**src/text_console_glyph_blitter_macros.svh**
```systemverilog
// Assertion macros used by the text console blitter RTL.
// Included by the modules that carry concurrent checks; no other dependencies.
`ifndef TEXT_CONSOLE_GLYPH_BLITTER_MACROS_SVH
`define TEXT_CONSOLE_GLYPH_BLITTER_MACROS_SVH

// Property checked on every rising clock edge outside reset.
`define TCG_ASSERT(label, prop, msg) \
    label: assert property (@(posedge i_clk) disable iff (!i_rst_n) (prop)) else $error(msg);

// Condition that must never be true outside reset.
`define TCG_NEVER(label, cond, msg) \
    label: assert property (@(posedge i_clk) disable iff (!i_rst_n) !(cond)) else $error(msg);

`endif

```
**src/tcg_pkg.sv**
```systemverilog
// Shared types and constants of the text console blitter.
// No dependencies; imported by every module of the block.
`default_nettype none

package tcg_pkg;

    localparam int GLYPH_WIDTH  = 6;
    localparam int GLYPH_STRIDE = 16;
    localparam int FONT_AW      = 12;
    localparam int FONT_DEPTH   = 4096;

    localparam logic [7:0] PIX_MASK     = 8'hFC;
    localparam logic [7:0] NEWLINE_CODE = 8'd10;

    typedef enum logic [2:0] {
        REQ_FONT   = 3'd0,
        REQ_PUT    = 3'd1,
        REQ_GOTO   = 3'd2,
        REQ_CLEAR  = 3'd3,
        REQ_CUR_ON = 3'd4,
        REQ_CUR_OFF= 3'd5,
        REQ_READ   = 3'd6
    } t_req;

    typedef enum logic [3:0] {
        S_CLR,
        S_IDLE,
        S_DISPATCH,
        S_P_RD,
        S_P_WR0,
        S_P_WR1,
        S_SC_RD,
        S_SC_WR,
        S_RD_WAIT,
        S_DONE
    } t_state;

    typedef struct packed {
        logic               we;
        logic [FONT_AW-1:0] waddr;
        logic [7:0]         wdata;
        logic [FONT_AW-1:0] raddr;
    } t_font_acc;

endpackage

`default_nettype wire

```
**src/tcg_ctrl.sv**
```systemverilog
// Request sequencer: cursor state, glyph read-modify-write, scroll and clear sweeps.
// Depends on tcg_pkg and text_console_glyph_blitter_macros.svh.
`default_nettype none
`include "text_console_glyph_blitter_macros.svh"

module tcg_ctrl #(
    parameter int SCREEN_WIDTH  = 640,
    parameter int SCREEN_HEIGHT = 480,
    parameter int GLYPH_HEIGHT  = 13,
    parameter int LINE_BYTES    = SCREEN_WIDTH / 8,
    parameter int STORE_BYTES   = LINE_BYTES * SCREEN_HEIGHT,
    parameter int PAW           = $clog2(STORE_BYTES)
) (
    input  wire                 i_clk,
    input  wire                 i_rst_n,
    input  wire                 start,
    output logic                busy,
    input  wire  [2:0]          i_req_type,
    input  wire  [7:0]          i_char_code,
    input  wire  [3:0]          i_glyph_row,
    input  wire  [7:0]          i_glyph_bits,
    input  wire  [6:0]          i_target_column,
    input  wire  [5:0]          i_target_row,
    input  wire  [15:0]         i_pixel_byte_addr,
    output logic                o_valid,
    output logic [7:0]          o_read_data,
    output logic [6:0]          o_cursor_column,
    output logic [5:0]          o_cursor_row,
    output logic                o_cursor_visible,
    output logic                o_pix_we,
    output logic [PAW-1:0]      o_pix_waddr,
    output logic [7:0]          o_pix_wdata,
    output logic [PAW-1:0]      o_pix_raddr,
    input  wire  [7:0]          i_pix_rdata,
    output tcg_pkg::t_font_acc  o_font,
    input  wire  [7:0]          i_font_rdata
);
    import tcg_pkg::*;

    localparam int TEXT_COLS       = SCREEN_WIDTH / GLYPH_WIDTH;
    localparam int TEXT_ROWS       = SCREEN_HEIGHT / GLYPH_HEIGHT;
    localparam int TEXT_LINE_BYTES = LINE_BYTES * GLYPH_HEIGHT;
    localparam int MOVED           = TEXT_LINE_BYTES * (TEXT_ROWS - 1);
    localparam int CW              = $clog2(TEXT_COLS);
    localparam int RW              = $clog2(TEXT_ROWS);
    localparam int XAW             = PAW + 1;

    t_state          r_state, n_state;
    logic [2:0]      r_req;
    logic [7:0]      r_code;
    logic [3:0]      r_grow;
    logic [7:0]      r_gbits;
    logic [6:0]      r_tcol;
    logic [5:0]      r_trow;
    logic [15:0]     r_paddr;
    logic            r_rd_ok;
    logic [7:0]      r_rdata;
    logic [CW-1:0]   r_col;
    logic [RW-1:0]   r_row;
    logic            r_flag;
    logic [PAW-1:0]  r_ptr;
    logic            r_report;
    logic [XAW-1:0]  r_addr;
    logic [2:0]      r_sh;
    logic [3:0]      r_k;
    logic            r_toggle;
    logic [7:0]      r_g;

    logic            col_last, row_last, row_end, paint_end, newline;
    logic [CW+2:0]   col_px;
    logic [XAW-1:0]  base, addr1;
    logic [7:0]      g_now, sft0, byte0, byte1;
    logic [3:0]      up;

    assign col_last  = (r_col == CW'(TEXT_COLS - 1));
    assign row_last  = (r_row == RW'(TEXT_ROWS - 1));
    assign newline   = (r_code == NEWLINE_CODE);
    assign row_end   = ((r_state == S_P_WR0) && (r_sh <= 3'd2)) || (r_state == S_P_WR1);
    assign paint_end = row_end && (r_k == 4'(GLYPH_HEIGHT - 1));
    assign col_px    = (CW+3)'(r_col) * (CW+3)'(GLYPH_WIDTH);
    assign base      = XAW'(col_px >> 3) + XAW'(r_row) * XAW'(TEXT_LINE_BYTES);
    assign addr1     = r_addr + XAW'(1);

    // Merge of one glyph row into the one or two bytes that it straddles.
    assign g_now = r_toggle ? PIX_MASK : (i_font_rdata & PIX_MASK);
    assign sft0  = g_now >> r_sh;
    assign byte0 = r_toggle ? (i_pix_rdata ^ sft0)
                            : ((i_pix_rdata & ~(PIX_MASK >> r_sh)) | sft0);
    assign up    = 4'd8 - {1'b0, r_sh};
    assign byte1 = r_toggle ? (i_pix_rdata ^ (r_g << up))
                            : ((i_pix_rdata & ~(PIX_MASK << up)) | (r_g << up));

    always_comb begin
        n_state = r_state;
        unique case (r_state)
            S_CLR: begin
                if (r_ptr == PAW'(STORE_BYTES - 1)) begin
                    n_state = r_report ? S_DONE : S_IDLE;
                end
            end
            S_IDLE: begin
                if (start) begin
                    n_state = S_DISPATCH;
                end
            end
            S_DISPATCH: begin
                unique case (t_req'(r_req))
                    REQ_PUT: begin
                        if (!newline)      n_state = S_P_RD;
                        else if (row_last) n_state = S_SC_RD;
                        else               n_state = S_DONE;
                    end
                    REQ_CLEAR:   n_state = S_CLR;
                    REQ_CUR_ON:  n_state = r_flag ? S_DONE : S_P_RD;
                    REQ_CUR_OFF: n_state = r_flag ? S_P_RD : S_DONE;
                    REQ_READ:    n_state = S_RD_WAIT;
                    default:     n_state = S_DONE;
                endcase
            end
            S_P_RD:  n_state = S_P_WR0;
            S_P_WR0, S_P_WR1: begin
                if (r_state == S_P_WR0 && r_sh > 3'd2) begin
                    n_state = S_P_WR1;
                end else if (!paint_end) begin
                    n_state = S_P_RD;
                end else if (!r_toggle && col_last && row_last) begin
                    n_state = S_SC_RD;
                end else begin
                    n_state = S_DONE;
                end
            end
            S_SC_RD: n_state = S_SC_WR;
            S_SC_WR: n_state = (r_ptr == PAW'(MOVED - 1)) ? S_CLR : S_SC_RD;
            S_RD_WAIT: n_state = S_DONE;
            S_DONE:  n_state = S_IDLE;
            default: n_state = S_IDLE;
        endcase
    end

    always_comb begin
        o_pix_we     = 1'b0;
        o_pix_waddr  = r_ptr;
        o_pix_wdata  = 8'd0;
        o_pix_raddr  = r_addr[PAW-1:0];
        o_font.we    = 1'b0;
        o_font.waddr = {r_code, r_grow};
        o_font.wdata = r_gbits;
        o_font.raddr = {r_code, r_k};
        unique case (r_state)
            S_CLR: begin
                o_pix_we = 1'b1;
            end
            S_DISPATCH: begin
                o_pix_raddr = PAW'(r_paddr);
                o_font.we   = (t_req'(r_req) == REQ_FONT);
            end
            S_P_WR0: begin
                o_pix_we    = (r_addr < XAW'(STORE_BYTES));
                o_pix_waddr = r_addr[PAW-1:0];
                o_pix_wdata = byte0;
                o_pix_raddr = addr1[PAW-1:0];
            end
            S_P_WR1: begin
                o_pix_we    = (addr1 < XAW'(STORE_BYTES));
                o_pix_waddr = addr1[PAW-1:0];
                o_pix_wdata = byte1;
            end
            S_SC_RD: begin
                o_pix_raddr = r_ptr + PAW'(TEXT_LINE_BYTES);
            end
            S_SC_WR: begin
                o_pix_we    = 1'b1;
                o_pix_wdata = i_pix_rdata;
            end
            default: begin
            end
        endcase
    end

    always_ff @(posedge i_clk) begin
        if (!i_rst_n) begin
            r_state  <= S_CLR;
            r_col    <= '0;
            r_row    <= '0;
            r_flag   <= 1'b0;
            r_ptr    <= '0;
            r_report <= 1'b0;
        end else begin
            r_state <= n_state;
            unique case (r_state)
                S_CLR: begin
                    r_ptr <= r_ptr + PAW'(1);
                end
                S_IDLE: begin
                    if (start) begin
                        r_req   <= i_req_type;
                        r_code  <= i_char_code;
                        r_grow  <= i_glyph_row;
                        r_gbits <= i_glyph_bits;
                        r_tcol  <= i_target_column;
                        r_trow  <= i_target_row;
                        r_paddr <= i_pixel_byte_addr;
                    end
                end
                S_DISPATCH: begin
                    r_rdata  <= 8'd0;
                    r_rd_ok  <= (32'(r_paddr) < 32'(STORE_BYTES));
                    r_addr   <= base;
                    r_sh     <= col_px[2:0];
                    r_k      <= 4'd0;
                    r_toggle <= (t_req'(r_req) == REQ_CUR_ON) || (t_req'(r_req) == REQ_CUR_OFF);
                    unique case (t_req'(r_req))
                        REQ_GOTO: begin
                            r_col <= (32'(r_tcol) < TEXT_COLS) ? CW'(r_tcol)
                                                                : CW'(TEXT_COLS - 1);
                            r_row <= (32'(r_trow) < TEXT_ROWS) ? RW'(r_trow)
                                                                : RW'(TEXT_ROWS - 1);
                        end
                        REQ_CLEAR: begin
                            r_col    <= '0;
                            r_row    <= '0;
                            r_flag   <= 1'b0;
                            r_ptr    <= '0;
                            r_report <= 1'b1;
                        end
                        REQ_PUT: begin
                            if (newline) begin
                                r_col <= '0;
                                if (row_last) r_ptr <= '0;
                                else          r_row <= r_row + RW'(1);
                            end
                        end
                        default: begin
                        end
                    endcase
                end
                S_P_WR0, S_P_WR1: begin
                    if (r_state == S_P_WR0) begin
                        r_g <= g_now;
                    end
                    if (row_end) begin
                        r_k    <= r_k + 4'd1;
                        r_addr <= r_addr + XAW'(LINE_BYTES);
                    end
                    if (paint_end) begin
                        if (r_toggle) begin
                            r_flag <= ~r_flag;
                        end else if (col_last) begin
                            r_col <= '0;
                            if (row_last) r_ptr <= '0;
                            else          r_row <= r_row + RW'(1);
                        end else begin
                            r_col <= r_col + CW'(1);
                        end
                    end
                end
                S_SC_WR: begin
                    r_ptr <= r_ptr + PAW'(1);
                    if (r_ptr == PAW'(MOVED - 1)) begin
                        r_report <= 1'b1;
                    end
                end
                S_RD_WAIT: begin
                    r_rdata <= r_rd_ok ? i_pix_rdata : 8'd0;
                end
                S_DONE: begin
                    r_report <= 1'b0;
                end
                default: begin
                end
            endcase
        end
    end

    assign busy             = (r_state != S_IDLE);
    assign o_valid          = (r_state == S_DONE);
    assign o_read_data      = r_rdata;
    assign o_cursor_column  = 7'(r_col);
    assign o_cursor_row     = 6'(r_row);
    assign o_cursor_visible = r_flag;

    `TCG_ASSERT(a_strobe_single, o_valid |=> !o_valid, "result strobe longer than one cycle")
    `TCG_ASSERT(a_accept_busy, (start && !busy) |=> busy, "accepted request did not raise busy")
    `TCG_NEVER(a_pix_range, o_pix_we && (32'(o_pix_waddr) >= 32'(STORE_BYTES)), "pixel write past store")
    `TCG_NEVER(a_row_range, 32'(r_row) >= 32'(TEXT_ROWS), "cursor row past last text row")

endmodule

`default_nettype wire

```
**config.mk**
```make
export PLATFORM = sky130hd
export DESIGN_NAME = tcg_ctrl
export DESIGN_NICKNAME = d
export VERILOG_FILES = /design/src/tcg_pkg.sv /design/src/tcg_ctrl.sv
export VERILOG_INCLUDE_DIRS = /design/src /design/src/src
export SDC_FILE = /design/constraint.sdc
export NUM_CORES = 1
export LEC_CHECK = 0
export BUFFER_PORTS_ARGS = -buffer_cell sky130_fd_sc_hd__buf_2
export CELL_PAD_IN_SITES_DETAIL_PLACEMENT = 0
export CELL_PAD_IN_SITES_GLOBAL_PLACEMENT = 1
export CORE_AREA = 2 2 120 239
export CTS_BUF_LIST = sky130_fd_sc_hd__clkbuf_2
export CTS_CLUSTER_DIAMETER = 150
export DETAILED_ROUTE_END_ITERATION = 6
export DIE_AREA = 0 0 122 241
export PLACE_DENSITY = 0.72
export REMOVE_ABC_BUFFERS = 1
export SYNTH_ARGS = -nofsm -noshare
export SYNTH_HDL_FRONTEND = slang
export SYNTH_SLANG_ARGS = --single-unit
export TNS_END_PERCENT = 30
```
**constraint.sdc**
```tcl
create_clock -name i_clk -period 11.3 [get_ports i_clk]
set_clock_uncertainty 0.05 [all_clocks]
set_input_delay 1.695 -clock i_clk [delete_from_list [all_inputs] [get_ports i_clk]]
set_output_delay 1.695 -clock i_clk [all_outputs]
set_load 0.03 [all_outputs]
```
==> run metrics, run 1 <==
CTS tree done; All-Layer GR Usage 0.185; share of post-route cells with drive strength above 1 0.212; synth top area cells edfxtp_1 (33%), dfxtp_1 (8.5%), nand2_1 (4.8%); Final Wtd Congestion 0.899; most frequent cells in the layout buf_2 (166), nand2_1 (105), edfxtp_1 (91); Internal Dissipation 0.000653 W; Die H 241 um; worst skew pair latency 0.80 ns; Crit Path Max Fanout 17; FP Rows 86; total CTS buffers 17; H-tree levels 4; synthesized instance count 927; Clock Power Share 0.392; Post-synth EDFFs 91; Max Slew Vio Count 0; final WL 26,600 um; Reg clk slew, reported paths 0.21 ns; First-pass DRT Iterations 7; #FFs+latches synth 126; RSZ-0062 raised after global routing no; number of global-route vias before repair 7,494; peak supply drop 0.0000422 V; setup violators final 0; GR Overflow Total 0; Hold Vio Cnt, Final 0; post-route DRC violation count 0; Core Util, Final 0.347; crit path time final 5.72 ns; chip width 122 um; Comb power frac 0.032; Peak Freq 175 MHz; sw power 0.000206 W; register area share after synthesis 0.418; Via Count 7,396; Slew HR 0.281; Async S/R FF share, synth 0; Synth area leader edfxtp_1; worst-margin pin slew 1.07 ns; placed cells 1,377; top-area cell type share of the netlist area 0.333; Core Region 27,400 um2; port bufs 166; CTS-repair resized insts 0; P&R area growth vs syn 16.0%; CP startpoint kind flop; Yosys cell types 74; worst path required time 9.56 ns; HPWL Detailed 20,300 um; largest net degree at the start of global routing 44; Switching Fraction 0.240; first-pass GRT wire length 41,100 um; worst hold path class flop to flop; drt initial violations 489; Nets 1,145; Vias/cell 5.25; Leak 3.59 nW; synthesized area per cell 8.86 um2; YS warnings 0; Final ANT Viol Nets 0; most common cell after layout, fill and taps aside buf_2; Setup TNS 0 ns; mapped cell area 8210 um2; Post CTS Setup Buffer Count 0; starting density of the core 0.299; die area 29,400 um2; antenna violations before repair 2; I/O pin count 169; Num Clock Sinks 126; Top FF cell, synth edfxtp_1; Clock Root Buffer clkbuf_2; register share of total power 0.576; Setup Crit Path Kind flop to output pin; # hold bufs at CTS 0; PwrDens 90.1 nW/um2; CP endpoint kind output pin; Max Cap Viol 0; Max Buffers Root-to-Sink 2; fin crit share 0.506; outcome completed; Wirelength per Cell 18.9 um; Final Non-Filler Cells 1,410; WP data arrival 3.98 ns
==> worst max-delay path, stage by stage (launching register included) <==
cell,delay (ns)
dfxtp_1,0.80
nand2b_1,0.30
or2_0,0.59
and2_1,0.58
a221oi_1,0.14
a21oi_1,0.22
a2bb2oi_1,0.30
buf_2,0.26
==> cell families after synthesis <==
| family | share of synthesized area |
|---|---|
| AO/OA/AOI/OAI | 0.189 |
| XOR/XNOR | 0.0629 |
| adder cells (fa/ha/maj) | 0.0475 |
| buffers and inverters | 0.0521 |
| flip-flops | 0.418 |
| multiplexers | 0.0209 |
| AND/OR/NAND/NOR | 0.210 |
==> routing by layer <==
layer  GRT usage  wire (um)  vias to the layer above
met3      0.0390       1070                       65
met4       0.110       1350                        2
li1            -          -                     3604
met5           0         12                        -
met2       0.350      15000                      210
met1       0.179       9220                     3515
==> power groups by stage <==
stage	clock (W)	sequential, W	combinational, W
after CTS	0.000351	0.000495	0.0000274
after detailed placement	0	0.000504	0.0000272
after global routing	0.000367	0.000495	0.0000298
after floorplan	0	0.000504	0.00000892
final	0.000337	0.000495	0.0000271
after global placement	0	0.000504	0.0000265
==> area by class of cell <==
cell class / instances / area (um2)
Inverter: 24 / 90.1
Multi-Input combinational cell: 700 / 4380
Sequential cell: 126 / 3430
Clock inverter: 14 / 191
Tap cell: 352 / 440
Clock buffer: 18 / 90.1
Antenna cell: 1 / 2.50
Fill cell: 2935 / 17900
Timing Repair Buffer: 175 / 898
==> state kept, by name, indices dropped and copies added, names as in the netlist, 2 cells and up <==
name / flops
r_addr: 17
r_paddr: 16
r_ptr: 16
o_read_data: 8
r_code: 8
r_gbits: 8
o_cursor_column: 7
r_tcol: 7
o_cursor_row: 6
r_g: 6
r_trow: 6
r_grow: 4
r_k: 4
r_state: 4
r_req: 3
r_sh: 2
==> cell usage after synthesis, drive strengths merged (10+ instances only) <==
master  instances
a21oi          61
and2           17
o21ai          76
inv            24
nor2b          14
dfxtp          35
edfxtp         91
a211oi         10
nand4          15
buf            27
mux2i          16
nor2           80
nand2         105
xor2           26
a31oi          15
nor3           22
nand3          37
clkbuf         50
xnor2          33
ha             28
==> stage by stage <==
stage               power [W]  hold WS [ns]  worst slack [ns]  area [um2]
floorplan            0.000513         0.434              6.66        7880
global placement     0.000531         0.454              6.33        9250
detailed placement   0.000532         0.474              6.33        9250
CTS                  0.000873         0.506              5.48        9530
global route         0.000891         0.541              5.29        9530
finish               0.000859         0.513              5.58        9530
==> final timing paths <==
kind | startpoint | to | slack, ns | cells after the start
worst max-delay path | r_state[3] | o_pix_raddr[9] | 5.58 | 7
worst min-delay path | r_ptr[15] | r_ptr[15] | 0.51 | 2
worst max register to register | o_cursor_column[0] | r_addr[11] | 7.59 | 15
worst min register to register | r_ptr[15] | r_ptr[15] | 0.51 | 2
(Power assumes the default switching activity.)
==> run 2: changes to the inputs <==
==> constraint.sdc (replaced) <==
create_clock -name i_clk -period 5.7 [get_ports i_clk]
set_clock_uncertainty 0.05 [all_clocks]
set_input_delay 0.855 -clock i_clk [delete_from_list [all_inputs] [get_ports i_clk]]
set_output_delay 0.855 -clock i_clk [all_outputs]
set_load 0.03 [all_outputs]
==> run 2 against run 1 <==
Effect of this change:
- critical path depth did not move
- non-clock buffer count increased by 3
- design area is 0.55% lower
- die area did not move
- global-route usage decreased by 0.66 points
- critical endpoint unchanged
==> run metrics, run 2 (same netlist as run 1, synthesis figures left out) <==
outcome completed; M2 GR Usage 0.340; Peak Freq 217 MHz; Post CTS Setup Buffer Count 0; worst hold path class primary input to flop; Via Count 7,377; Crit Path Max Fanout 17; All-Layer GR Usage 0.178; RSZ-0062 raised after global routing no; Setup TNS 0 ns; register share of total power 0.622; Setup Crit Path Kind flop to output pin; peak supply drop 0.000113 V; Leak 3.60 nW; most frequent cells in the layout buf_2 (166), nand2_1 (105), edfxtp_1 (91); Hold Vio Cnt, Final 0; Final ANT Viol Nets 0; CP startpoint kind flop; Max Buffers Root-to-Sink 2; Internal Dissipation 0.00117 W; Vias/cell 5.22; H-tree levels 4; Wirelength per Cell 18.5 um; CTS tree done; # fillers 2,930; met1 usage 0.175; I/O pin count 169; Slew HR 0.279; post-route DRC violation count 0; Max Cap Viol 0; Largest Register r_addr; dpl cell area 9260 um2; most common cell after layout, fill and taps aside buf_2; PwrDens 166 nW/um2; Nets 1,148; number of global-route vias before repair 7,204; die area 29,400 um2; GR Overflow Total 0; setup violators final 0; first-pass GRT wire length 39,700 um; Clock Root Buffer clkbuf_2; largest net degree at the start of global routing 44; fin crit share 0.810; # hold bufs at CTS 0; sw power 0.000411 W; final WL 26,200 um; First-pass DRT Iterations 5; port bufs 166; P&R area growth vs syn 15.4%; CTS-repair resized insts 0; worst-margin pin slew 1.08 ns; chip width 122 um; Comb power frac 0.034; area occupied by multi-input gates 4380 um2; Max Slew Vio Count 0; antenna violations before repair 3; drt initial violations 545; worst skew pair latency 0.81 ns; Seq. cell area 3430 um2; crit path time final 4.62 ns; worst path required time 4.80 ns; Switching Fraction 0.261; share of post-route cells with drive strength above 1 0.212; Core Region 27,400 um2; biggest regs r_addr (17), r_paddr (16), r_ptr (16); max FFs per register 17; starting density of the core 0.299; busiest grt layer met2; met3 Resource Use GR 0.0333; Final Wtd Congestion 0.896; WP data arrival 3.71 ns; FP Rows 86; final instance area 9480 um2; HPWL Detailed 20,000 um; Reg clk slew, reported paths 0.23 ns; total CTS buffers 17; Clock Power Share 0.344; Die H 241 um; Num Clock Sinks 126; CP endpoint kind output pin
run 2: final timing paths:
check | from | to | slack, ns | cells past startpoint
setup / recovery | r_state[3] | o_pix_raddr[9] | 1.08 | 7
hold / removal | i_target_column[4] | r_tcol[4] | 0.15 | 1
hold reg to reg | r_ptr[15] | r_ptr[15] | 0.52 | 2
setup reg to reg | o_cursor_column[0] | r_addr[11] | 2.00 | 15
run 2: layout make-up:
| class | instances | area share |
|---|---|---|
| inverter | 24 | 0.00950 |
| tap | 352 | 0.0465 |
| sequential | 126 | 0.362 |
| antenna | 2 | 0.000528 |
| clock inverter | 13 | 0.0121 |
| timing repair buffer | 178 | 0.0972 |
| multi-input combinational | 700 | 0.462 |
| clock buffer | 19 | 0.0100 |
run 2: layer usage:
metal	vias up	wire length [um]
met5	-	12
met4	2	1130
met3	60	1060
met2	194	14700
met1	3496	9240
li1	3625	-
run 2: power by group through the flow:
stage / logic, W / registers, W / clock network [W]
detailed placement: 0.0000535 / 0.00100 / 0
global route: 0.0000591 / 0.000981 / 0.000598
floorplan: 0.0000177 / 0.000999 / 0
CTS: 0.0000538 / 0.000980 / 0.000567
global placement: 0.0000527 / 0.00100 / 0
finish: 0.0000535 / 0.000980 / 0.000542
run 2: metrics by stage:
step           power, W  setup slack [ns]   util  std cells  hold slack (ns)
3_5_place_dp    0.00105              1.91  0.338       1380            0.497
3_3_place_gp    0.00105              1.91  0.338       1380            0.456
5_1_grt         0.00164             0.797  0.345       1414           0.0463
2_1_floorplan   0.00102              1.60      -        850            0.434
4_1_cts         0.00160             0.950  0.345       1412           0.0199
6_report        0.00158              1.08  0.345       1414            0.148
run 2: worst max-delay path, stage by stage (launching register included):
cell       delay, ns
dfxtp_1         0.76
nand2b_1        0.30
or2_0           0.51
and2_1          0.53
a221oi_1        0.13
a21oi_1         0.18
a2bb2oi_1       0.27
buf_2           0.26
==> run 3: changes to the inputs <==
==> constraint.sdc (replaced) <==
create_clock -name i_clk -period 4.8 [get_ports i_clk]
set_clock_uncertainty 0.05 [all_clocks]
set_input_delay 0.72 -clock i_clk [delete_from_list [all_inputs] [get_ports i_clk]]
set_output_delay 0.72 -clock i_clk [all_outputs]
set_load 0.03 [all_outputs]
==> run 3 against run 2 <==
Effect of this change:
- critical endpoint unchanged
- critical path type unchanged
- highest routed layer unchanged
- largest power group unchanged
- worst setup slack got worse by 0.70 ns
- the run now ends with DRC left
- cell count grew 3.9%
- sequential share of layout area is 2.0 points lower
- sequential power increased by 18%
- die area unchanged
- power grew 24%
==> run metrics, run 3 (same netlist as run 1, synthesis figures left out) <==
Core Region 27,400 um2; worst skew pair latency 0.81 ns; peak supply drop 0.000132 V; port bufs 166; FP Rows 86; CTS-repair resized insts 0; CP bufs+invs 1; antenna violations before repair 4; final WL 26,600 um; Max Buffers Root-to-Sink 2; Via Count 7,604; RSZ-0062 raised after global routing no; setup violators final 0; Design Power 0.00195 W; CP endpoint kind output pin; HPWL Detailed 20,200 um; Crit Path Max Fanout 17; GR Overflow Total 0; outcome complete, but fails checks; drt initial violations 448; WP data arrival 3.65 ns; CP startpoint kind flop; H-tree levels 4; post-route DRC violation count 6; worst hold path class primary input to flop; total CTS buffers 17; Vias/cell 5.18; largest net degree at the start of global routing 41; Setup TNS 0 ns; max FFs per register 17; failing checks DRC; Slew HR 0.291; crit path time final 4.42 ns; chip width 122 um; die area 29,400 um2; I/O pin count 169; Max Cap Viol 0; Nets 1,202; Leak 3.83 nW; Final Wtd Congestion 0.933; critical-path cell list nand2b_1 > nor2_1 > a221oi_1 > a21oi_1 > a2bb2oi_1 > buf_2; # fillers 2,868; biggest regs r_addr (17), r_paddr (16), r_ptr (16); Largest Register r_addr; Peak Freq 226 MHz; delay-heaviest family, CP simple AND/OR/NAND/NOR gates; first-pass GRT wire length 40,800 um; CP peak stage delay 0.82 ns; Wirelength per Cell 18.1 um; All-Layer GR Usage 0.183; fin crit share 0.920; most common cell after layout, fill and taps aside buf_2; worst path required time 4.03 ns; Clock Root Buffer clkbuf_2; Num Clock Sinks 126; First-pass DRT Iterations 7; worst-margin pin slew 1.06 ns; PwrDens 195 nW/um2; Setup Crit Path Kind flop to output pin; CTS tree done; CP max-delay cell nor2_1; Max Slew Vio Count 0; most frequent cells in the layout buf_2 (166), nand2_1 (105), edfxtp_1 (91); Reg clk slew, reported paths 0.20 ns; Final ANT Viol Nets 0; Hold Vio Cnt, Final 0; number of global-route vias before repair 7,664; P&R area growth vs syn 22.2%; share of post-route cells with drive strength above 1 0.204; starting density of the core 0.299; Die H 241 um
## run 3: per-layer routing
layer	up-vias	track usage	wire, um
met5	-	0	13
met4	2	0.113	1240
met3	64	0.0378	1240
met2	228	0.349	15000
met1	3585	0.176	9070
li1	3725	-	-
## run 3: layout make-up
| cell class | instances | area [um2] | area share |
|---|---|---|---|
| diodes | 3 | 7.51 | 0.000748 |
| clock buffers | 19 | 95.1 | 0.00948 |
| clock inverters | 13 | 141 | 0.0141 |
| inverters | 24 | 90.1 | 0.00898 |
| multi-input cells | 700 | 4370 | 0.436 |
| flip-flops and latches | 126 | 3430 | 0.342 |
| well taps | 352 | 440 | 0.0439 |
| repair buffers | 232 | 1460 | 0.145 |
## run 3: metrics by stage
stage	cells	worst slack (ns)	instance area (um2)	hold WS [ns]	util
finish	1469	0.383	10000	0.150	0.366
global placement	1382	1.18	9270	0.461	0.338
global route	1469	0.136	10000	0.0518	0.366
detailed placement	1382	1.16	9270	0.478	0.338
CTS	1466	0.273	10000	0.0495	0.365
floorplan	850	0.700	7880	0.434	-
## run 3: what timing repair did
action	4_1_cts	5_1_grt
endpoints found under the setup margin	0	0
hold endpoints to repair	52	0
hold buffers	52	0
setup buffers	0	0
## run 3: report_power, final
part | switching, W | internal (W) | leakage (nW)
Sequential | 0.00000319 | 0.00116 | 1.13
Clock | 0.000449 | 0.000245 | 0.142
Combinational | 0.0000397 | 0.0000569 | 2.57
Total | 0.000491 | 0.00146 | 3.83
## run 3: path summary, 6_finish.rpt
path / to / from / slack (ns) / depth (start not counted)
hold reg to reg: r_ptr[15] / r_ptr[15] / 0.51 / 2
setup / recovery: o_pix_raddr[9] / r_state[1] / 0.38 / 6
setup reg to reg: r_addr[12] / o_cursor_column[0] / 1.12 / 15
hold / removal: r_g[2] / i_font_rdata[2] / 0.15 / 2
